## config.mk

```make
export PLATFORM = sky130hd
export DESIGN_NAME = mode_finder_all_ties
export DESIGN_NICKNAME = d
export VERILOG_FILES = /design/src/rtl/mfat_pkg.sv /design/src/rtl/mode_finder_all_ties.sv
export SDC_FILE = /design/constraint.sdc
export NUM_CORES = 2
export LEC_CHECK = 0
export BUFFER_PORTS_ARGS = -buffer_cell sky130_fd_sc_hd__buf_4
export CORE_ASPECT_RATIO = 0.75
export CORE_UTILIZATION = 50
export DETAILED_ROUTE_END_ITERATION = 16
export PLACE_DENSITY = 0.66
export RECOVER_POWER = 100
export SLEW_MARGIN = 20
export SYNTH_ARGS = -nofsm -noshare
export SYNTH_HDL_FRONTEND = slang
export SYNTH_SLANG_ARGS = --single-unit
```

## constraint.sdc

```tcl
create_clock -name clk -period 9.8 [get_ports clk]
set_input_delay 0.49 -clock clk [delete_from_list [all_inputs] [get_ports clk]]
set_output_delay 0.49 -clock clk [all_outputs]
set_load 0.01 [all_outputs]
```

## src/rtl/mfat_pkg.sv

```systemverilog
// shared types and constants of the mode finder
package mfat_pkg;

  localparam int VALUE_W    = 32;
  localparam int MCOUNT_W   = 16;
  localparam int OUT_DATA_W = 48;

  typedef enum logic [2:0] {
    S_IDLE,
    S_SCAN,
    S_MAX_START,
    S_MAX,
    S_EMIT_START,
    S_EMIT
  } state_t;

endpackage

```

## src/rtl/mode_finder_all_ties.sv

```systemverilog
// mode finder over a set of signed values, reporting every tied mode
//
// usage:
//   in_*  carries one sample per transaction; in_tlast marks the last sample
//         of a set. in_tready is high only while the sequencer is idle.
//   out_* carries one mode per transaction, in order of first appearance;
//         out_tlast marks the final mode of the set, out_tuser the sticky
//         table overflow flag of that set.
// timing:
//   a sample is accepted and then compared with the stored entries in order
//   until one matches or the last is checked; the scan walks the table
//   through the single read port of the entry memory, one entry a cycle.
//   a matching entry is updated in the cycle that finds it; a new value is
//   appended in the same cycle that checks the last entry, or dropped if the table is full.
//   after the last sample of a set, a max pass reads every stored entry and
//   an emit pass walks the entries up to the last tied one.
// reset:
//   clears the entry count, the overflow flag, the sequencer and out_tvalid;
//   table contents are not cleared, only entries below the count are read.
// stall:
//   a finished mode waits in the output register; while it waits and the
//   next tied entry is reached, the emit pass holds on that entry.
module mode_finder_all_ties #(
  parameter int TABLE_DEPTH = 32,
  parameter int COUNT_WIDTH = 16
) (
  input  logic                                clk,
  input  logic                                rst_n,
  // input stream
  input  logic                                in_tvalid,
  output logic                                in_tready,
  input  logic [mfat_pkg::VALUE_W-1:0]        in_tdata,   // [31:0] sample_value
  input  logic                                in_tlast,   // final_sample
  // result stream
  output logic                                out_tvalid,
  input  logic                                out_tready,
  output logic [mfat_pkg::OUT_DATA_W-1:0]     out_tdata,  // [31:0] mode_value, [47:32] mode_count
  output logic [0:0]                          out_tuser,  // [0] table_overflowed
  output logic                                out_tlast   // last_mode
);

  localparam int IDX_W  = (TABLE_DEPTH > 1) ? $clog2(TABLE_DEPTH) : 1;
  localparam int USED_W = $clog2(TABLE_DEPTH + 1);

  mfat_pkg::state_t state_r, state_nxt;

  // entry memory: one write port, one registered read port
  logic [mfat_pkg::VALUE_W-1:0] value_mem [TABLE_DEPTH];
  logic [COUNT_WIDTH-1:0]       count_mem [TABLE_DEPTH];
  logic [mfat_pkg::VALUE_W-1:0] rd_val_r;
  logic [COUNT_WIDTH-1:0]       rd_cnt_r;
  logic                         wr_en;
  logic [IDX_W-1:0]             wr_addr;
  logic [mfat_pkg::VALUE_W-1:0] wr_val;
  logic [COUNT_WIDTH-1:0]       wr_cnt;

  // sequencer state
  logic [IDX_W-1:0]             ptr_r, ptr_nxt;
  logic [USED_W-1:0]            used_r, used_nxt;
  logic                         ovf_r, ovf_nxt;
  logic [COUNT_WIDTH-1:0]       best_r, best_nxt;
  logic [IDX_W-1:0]             lastix_r, lastix_nxt;
  logic [mfat_pkg::VALUE_W-1:0] sample_r;
  logic                         final_r;

  // output register
  logic                         out_valid_r, out_valid_nxt;
  logic [mfat_pkg::OUT_DATA_W-1:0] out_data_r, out_data_nxt;
  logic                         out_ovf_r, out_ovf_nxt;
  logic                         out_last_r, out_last_nxt;

  logic accept;
  logic scan_end;
  logic hit;
  logic out_free;
  logic emit_match;
  logic emit_load;
  logic table_full;

  assign accept     = in_tvalid && in_tready;
  // rd data always belongs to ptr_r; the last entry is ptr_r == used-1
  assign scan_end   = (used_r == '0) || ((USED_W'(ptr_r) + USED_W'(1)) == used_r);
  assign hit        = (used_r != '0) && (rd_val_r == sample_r);
  assign out_free   = !out_valid_r || out_tready;
  assign emit_match = (rd_cnt_r == best_r);
  assign emit_load  = (state_r == mfat_pkg::S_EMIT) && emit_match && out_free;
  assign table_full = (used_r == USED_W'(TABLE_DEPTH));

  assign in_tready  = (state_r == mfat_pkg::S_IDLE);
  assign out_tvalid = out_valid_r;
  assign out_tdata  = out_data_r;
  assign out_tuser  = out_ovf_r;
  assign out_tlast  = out_last_r;

  // next state
  always_comb begin
    state_nxt = state_r;
    case (state_r)
      mfat_pkg::S_IDLE: begin
        if (in_tvalid) state_nxt = mfat_pkg::S_SCAN;
      end
      mfat_pkg::S_SCAN: begin
        if (hit || scan_end) begin
          state_nxt = final_r ? mfat_pkg::S_MAX_START : mfat_pkg::S_IDLE;
        end
      end
      mfat_pkg::S_MAX_START: state_nxt = mfat_pkg::S_MAX;
      mfat_pkg::S_MAX: begin
        if (scan_end) state_nxt = mfat_pkg::S_EMIT_START;
      end
      mfat_pkg::S_EMIT_START: state_nxt = mfat_pkg::S_EMIT;
      mfat_pkg::S_EMIT: begin
        if (emit_load && (ptr_r == lastix_r)) state_nxt = mfat_pkg::S_IDLE;
      end
      default: state_nxt = mfat_pkg::S_IDLE;
    endcase
  end

  // datapath control
  always_comb begin
    ptr_nxt       = ptr_r;
    used_nxt      = used_r;
    ovf_nxt       = ovf_r;
    best_nxt      = best_r;
    lastix_nxt    = lastix_r;
    wr_en         = 1'b0;
    wr_addr       = ptr_r;
    wr_val        = sample_r;
    wr_cnt        = COUNT_WIDTH'(1);
    out_valid_nxt = out_valid_r && !out_tready;
    out_data_nxt  = out_data_r;
    out_ovf_nxt   = out_ovf_r;
    out_last_nxt  = out_last_r;
    case (state_r)
      mfat_pkg::S_IDLE: begin
        ptr_nxt = '0;
      end
      mfat_pkg::S_SCAN: begin
        if (hit) begin
          // bump the matching entry, saturating
          wr_en  = 1'b1;
          wr_cnt = (rd_cnt_r == '1) ? rd_cnt_r : rd_cnt_r + COUNT_WIDTH'(1);
        end else if (scan_end) begin
          if (!table_full) begin
            wr_en    = 1'b1;
            wr_addr  = used_r[IDX_W-1:0];
            used_nxt = used_r + USED_W'(1);
          end else begin
            ovf_nxt = 1'b1;
          end
        end else begin
          ptr_nxt = ptr_r + IDX_W'(1);
        end
      end
      mfat_pkg::S_MAX_START: begin
        ptr_nxt  = '0;
        best_nxt = '0;
      end
      mfat_pkg::S_MAX: begin
        // keep the highest count and the last entry that holds it
        if (rd_cnt_r >= best_r) begin
          best_nxt   = rd_cnt_r;
          lastix_nxt = ptr_r;
        end
        if (!scan_end) ptr_nxt = ptr_r + IDX_W'(1);
      end
      mfat_pkg::S_EMIT_START: begin
        ptr_nxt = '0;
      end
      mfat_pkg::S_EMIT: begin
        if (emit_match) begin
          if (out_free) begin
            out_valid_nxt = 1'b1;
            out_data_nxt  = {mfat_pkg::MCOUNT_W'(rd_cnt_r), rd_val_r};
            out_ovf_nxt   = ovf_r;
            out_last_nxt  = (ptr_r == lastix_r);
            if (ptr_r == lastix_r) begin
              used_nxt = '0;
              ovf_nxt  = 1'b0;
            end else begin
              ptr_nxt = ptr_r + IDX_W'(1);
            end
          end
        end else begin
          ptr_nxt = ptr_r + IDX_W'(1);
        end
      end
      default: begin
        ptr_nxt = '0;
      end
    endcase
  end

  // entry memory
  always_ff @(posedge clk) begin
    if (wr_en) begin
      value_mem[wr_addr] <= wr_val;
      count_mem[wr_addr] <= wr_cnt;
    end
    rd_val_r <= value_mem[ptr_nxt];
    rd_cnt_r <= count_mem[ptr_nxt];
  end

  // control registers
  always_ff @(posedge clk) begin
    if (!rst_n) begin
      state_r     <= mfat_pkg::S_IDLE;
      used_r      <= '0;
      ovf_r       <= 1'b0;
      out_valid_r <= 1'b0;
      ptr_r       <= '0;
    end else begin
      state_r     <= state_nxt;
      used_r      <= used_nxt;
      ovf_r       <= ovf_nxt;
      out_valid_r <= out_valid_nxt;
      ptr_r       <= ptr_nxt;
    end
  end

  // payload registers
  always_ff @(posedge clk) begin
    best_r     <= best_nxt;
    lastix_r   <= lastix_nxt;
    out_data_r <= out_data_nxt;
    out_ovf_r  <= out_ovf_nxt;
    out_last_r <= out_last_nxt;
    if (accept) begin
      sample_r <= in_tdata;
      final_r  <= in_tlast;
    end
  end

  // checks
  a_used_bound: assert property (@(posedge clk) disable iff (!rst_n)
    used_r <= USED_W'(TABLE_DEPTH))
    else $error("entry count beyond table depth");

  a_ovf_full: assert property (@(posedge clk) disable iff (!rst_n)
    ovf_r |-> table_full)
    else $error("overflow flagged with room left in the table");

  a_report_nonempty: assert property (@(posedge clk) disable iff (!rst_n)
    (state_r == mfat_pkg::S_MAX || state_r == mfat_pkg::S_EMIT) |-> (used_r != '0))
    else $error("report pass over an empty table");

  a_set_cleared: assert property (@(posedge clk) disable iff (!rst_n)
    (emit_load && (ptr_r == lastix_r)) |=>
      (state_r == mfat_pkg::S_IDLE && used_r == '0 && !ovf_r && out_tvalid && out_tlast))
    else $error("set not cleared after final mode");

endmodule

```

==> results.py <==
metrics = {
    "synthesis": {
        "ys_warn_count": 0,
        "synthTopCellsByCount": "1640 x edfxtp_1, 879 x nand2_1, 477 x mux2i_1, 393 x nand3_1, 142 x a32oi_1",
        "syn_inst": 4376,
        "synth_top_cell_area_share_pct": 73.6,
        "yosysMostFrequentCell": "edfxtp_1",
        "syn_nets": 4433,
        "async_reset_ff_share_pct": 0,
        "yosysTopAreaCell": "edfxtp_1",
        "synthFlopType": "edfxtp_1",
        "synth-edff-count": 1640,
        "ys_top_cells_by_area": "edfxtp_1 74%, mux2i_1 7.1%, nand2_1 4.9%, nand3_1 2.9%, dfxtp_1 1.9%",
        "yosysUniqueCellTypes": 75,
        "synth_seq_area_share_pct": 75.6,
        "ys_seq_elements": 1704,
        "avgSynthCellArea_um2": 15.3,
        "synth_area_um2": 66900,
    },
    "clock_network": {
        "postCtsSetupBuffers": 0,
        "htree_levels": 4,
        "clockRootBuffer": "clkbuf_16",
        "clock_latency_ps": 800,
        "numCtsBuffers": 158,
        "clockBufferDepth": 3,
        "cts_tree": "yes",
        "cts_hold_buffers": 35,
        "cts_resized": 0,
        "cts_sinks": 1704,
        "clkSlewWorstSetupHoldPaths_ps": 60,
    },
    "sta": {
        "setup_viol": 0,
        "post-route-period-util_pct": 82.2,
        "timing.fmax_ghz": 0.124,
        "finalClockSkew_ps": 32.5,
        "drv_slew": 662,
        "fin_hold_ws_ps": 105,
        "rsz0062_at_grt": "false",
        "period_minus_slack_ps": 8060,
        "slew_headroom_pct": -113,
        "final_hold_viol_count": 0,
        "tns_ps": 0,
        "fin_ws_ps": 1740,
        "worst_slew_pin_slew_ps": 3190,
    },
    "setup_path": {
        "endpoint_kind": "flip-flop",
        "critPathMaxFanout": 33,
        "crit_required_ps": 10250,
        "critPathLaunchType": "flip-flop",
        "crit_arrival_ps": 8510,
        "worstSetupPathType": "flip-flop to flip-flop",
    },
    "floorplanning": {
        "initial_core_util_pct": 50.7,
        "die_area_um2": 135000,
        "die_w_um": 424,
        "fp.dieH_um": 319,
        "core-area_um2": 132000,
        "num_rows": 115,
        "io_pins": 89,
    },
    "global_route": {
        "grt_busiest_layer": "met1",
        "grt_pass1_vias": 36626,
        "met2_usage_pct": 36.8,
        "grt_usage_pct": 25.7,
        "grt-ovfl-total": 0,
        "grt_use_met3_pct": 5.05,
        "use_met1_pct": 39.9,
        "grt_max_degree": 135,
        "antenna_found_initial": 5,
        "grt_pass1_wl_um": 253000,
    },
    "final_layout": {
        "drive_gt1_share_pct": 8.39,
        "nets": 4601,
        "diodes": 0,
        "areaGrowthSynthToFinish_pct": 11.8,
        "fill_cells": 10263,
        "fin_util_pct": 56.7,
    },
    "min_path": {
        "hold_path_class": "input port to flip-flop",
    },
    "power_and_ir_drop": {
        "p_total_w": 0.0149,
        "p_per_area_nw_per_um2": 200,
        "peakVddDrop_uv": 199,
        "p_leak_nw": 23.0,
    },
    "outcome": {
        "violations": "max-capacitance violations, max-slew violations",
        "status": "finished, violations left",
    },
    "routing": {
        "wl_per_cell_um": 27.3,
        "firstDrtPassIters": 7,
        "drc": 0,
        "via_per_inst": 6.06,
        "vias": 38971,
        "drt-initial-drc-count": 5012,
        "ant_nets": 0,
        "drt-total-wl_um": 176000,
    },
    "place": {
        "dp_hpwl_um": 94400,
        "io_buffers": 88,
        "routabilityCongestion": 0.849,
        "pre_cts_ws_ps": 3320,
    },
    "job": {
        "drv_cap": 23,
    },
}
==> power by group <==
part	leakage, nW	internal (W)	switching (W)
Clock	2.45	0.00336	0.00266
Sequential	14.4	0.00808	0.000107
Combinational	6.09	0.000200	0.000514
Total	23.0	0.0116	0.00328
==> sequential cells by signal, indices dropped and copies added, names as in the netlist <==
signal      count
value_mem    1024
count_mem     512
out_tdata      48
rd_val_r       32
sample_r       32
best_r         16
rd_cnt_r       16
used_r          6
lastix_r        5
ptr_r           5
state_r         3
final_r         1
out_tlast       1
out_tuser       1
out_tvalid      1
ovf_r           1
==> final cells by class <==
cell class              instances  area (um^2)  area share [%]
flip-flops and latches       1704        50500            67.6
multi-input cells            2383        15100            20.1
clock buffers                 227         4450            5.95
well taps                    1755         2200            2.94
repair buffers                265         1830            2.45
clock inverters                62          586           0.783
inverters                      32          120           0.161
==> final timing paths <==
| kind | from | end | slack (ps) | cells after the start |
|---|---|---|---|---|
| worst max register to register | sample_r[16]$_DFFE_PP_ | value_mem[10][18]$_DFFE_PP_ | 1740 | 15 |
| worst max-delay path | sample_r[16]$_DFFE_PP_ | value_mem[10][18]$_DFFE_PP_ | 1740 | 15 |
| worst min-delay path | out_tready | out_tvalid$_SDFF_PN0_ | 100 | 3 |
| worst min register to register | rd_val_r[14]$_DFF_P_ | out_tdata[14]$_DFFE_PP_ | 460 | 0 |
==> critical path: stages (launching register included) <==
cell and delay, ps:
edfxtp_1 320, clkbuf_1 1120, xor2_1 380, nor4_1 630, clkbuf_1 230, nand3_1 130
nor3_1 580, clkbuf_1 450, nor2_1 180, nand2_1 570, and3_1 240, o21ai_0 70
clkbuf_1 410, nor2_4 200, clkbuf_1 1810, buf_12 330
==> routing by layer <==
| metal | up-vias | wire length, um | part of all wire, % |
|---|---|---|---|
| met3 | 312 | 17800 | 10 |
| met1 | 19624 | 77600 | 44 |
| met5 | - | 26 | 0.015 |
| li1 | 17006 | - | - |
| met2 | 2025 | 75500 | 43 |
| met4 | 4 | 4860 | 2.8 |
==> metrics by stage <==
step                      std cells  area [um^2]
after CTS                      6424        75200
after detailed placement       6100        69800
after global routing           6428        74800
after floorplan                4376        66900
after global placement         6097        69800
final                          6428        74800
==> layout by cell type, fill, tap and decap left out, types with 10 or more instances in the layout <==
cell | netlist | routed
a21o_1 | 10 | 10
a21oi_1 | 18 | 16
a32oi_1 | 142 | 142
and3_1 | 20 | 20
buf_12 | 0 | 14
buf_4 | 23 | 68
clkbuf_1 | 87 | 164
clkbuf_16 | 0 | 161
clkbuf_4 | 2 | 27
clkbuf_8 | 0 | 17
clkinv_1 | 0 | 15
clkinv_2 | 0 | 22
dfxtp_1 | 64 | 64
dlygate4sd3_1 | 0 | 35
edfxtp_1 | 1640 | 1640
ha_1 | 20 | 20
inv_1 | 32 | 32
mux2i_1 | 477 | 477
nand2_1 | 879 | 879
nand3_1 | 393 | 393
nand4_1 | 108 | 108
nor2_1 | 70 | 42
nor2_4 | 0 | 28
nor3_1 | 14 | 15
nor4_1 | 11 | 12
o2111ai_1 | 49 | 49
xor2_1 | 47 | 47
==> cell families (layout without fill, tap and decap cells) <==
logic type,count (synthesis),count (layout),share of synthesized area (%)
simple gates,1544,1544,10.3
xor+xnor,54,54,0.707
buf+inv,289,586,2.35
flops,1704,1704,75.6
mux,478,478,7.16
fa+ha+maj,20,20,0.374
compound gates,287,287,3.59
(Power assumes the default switching activity.)
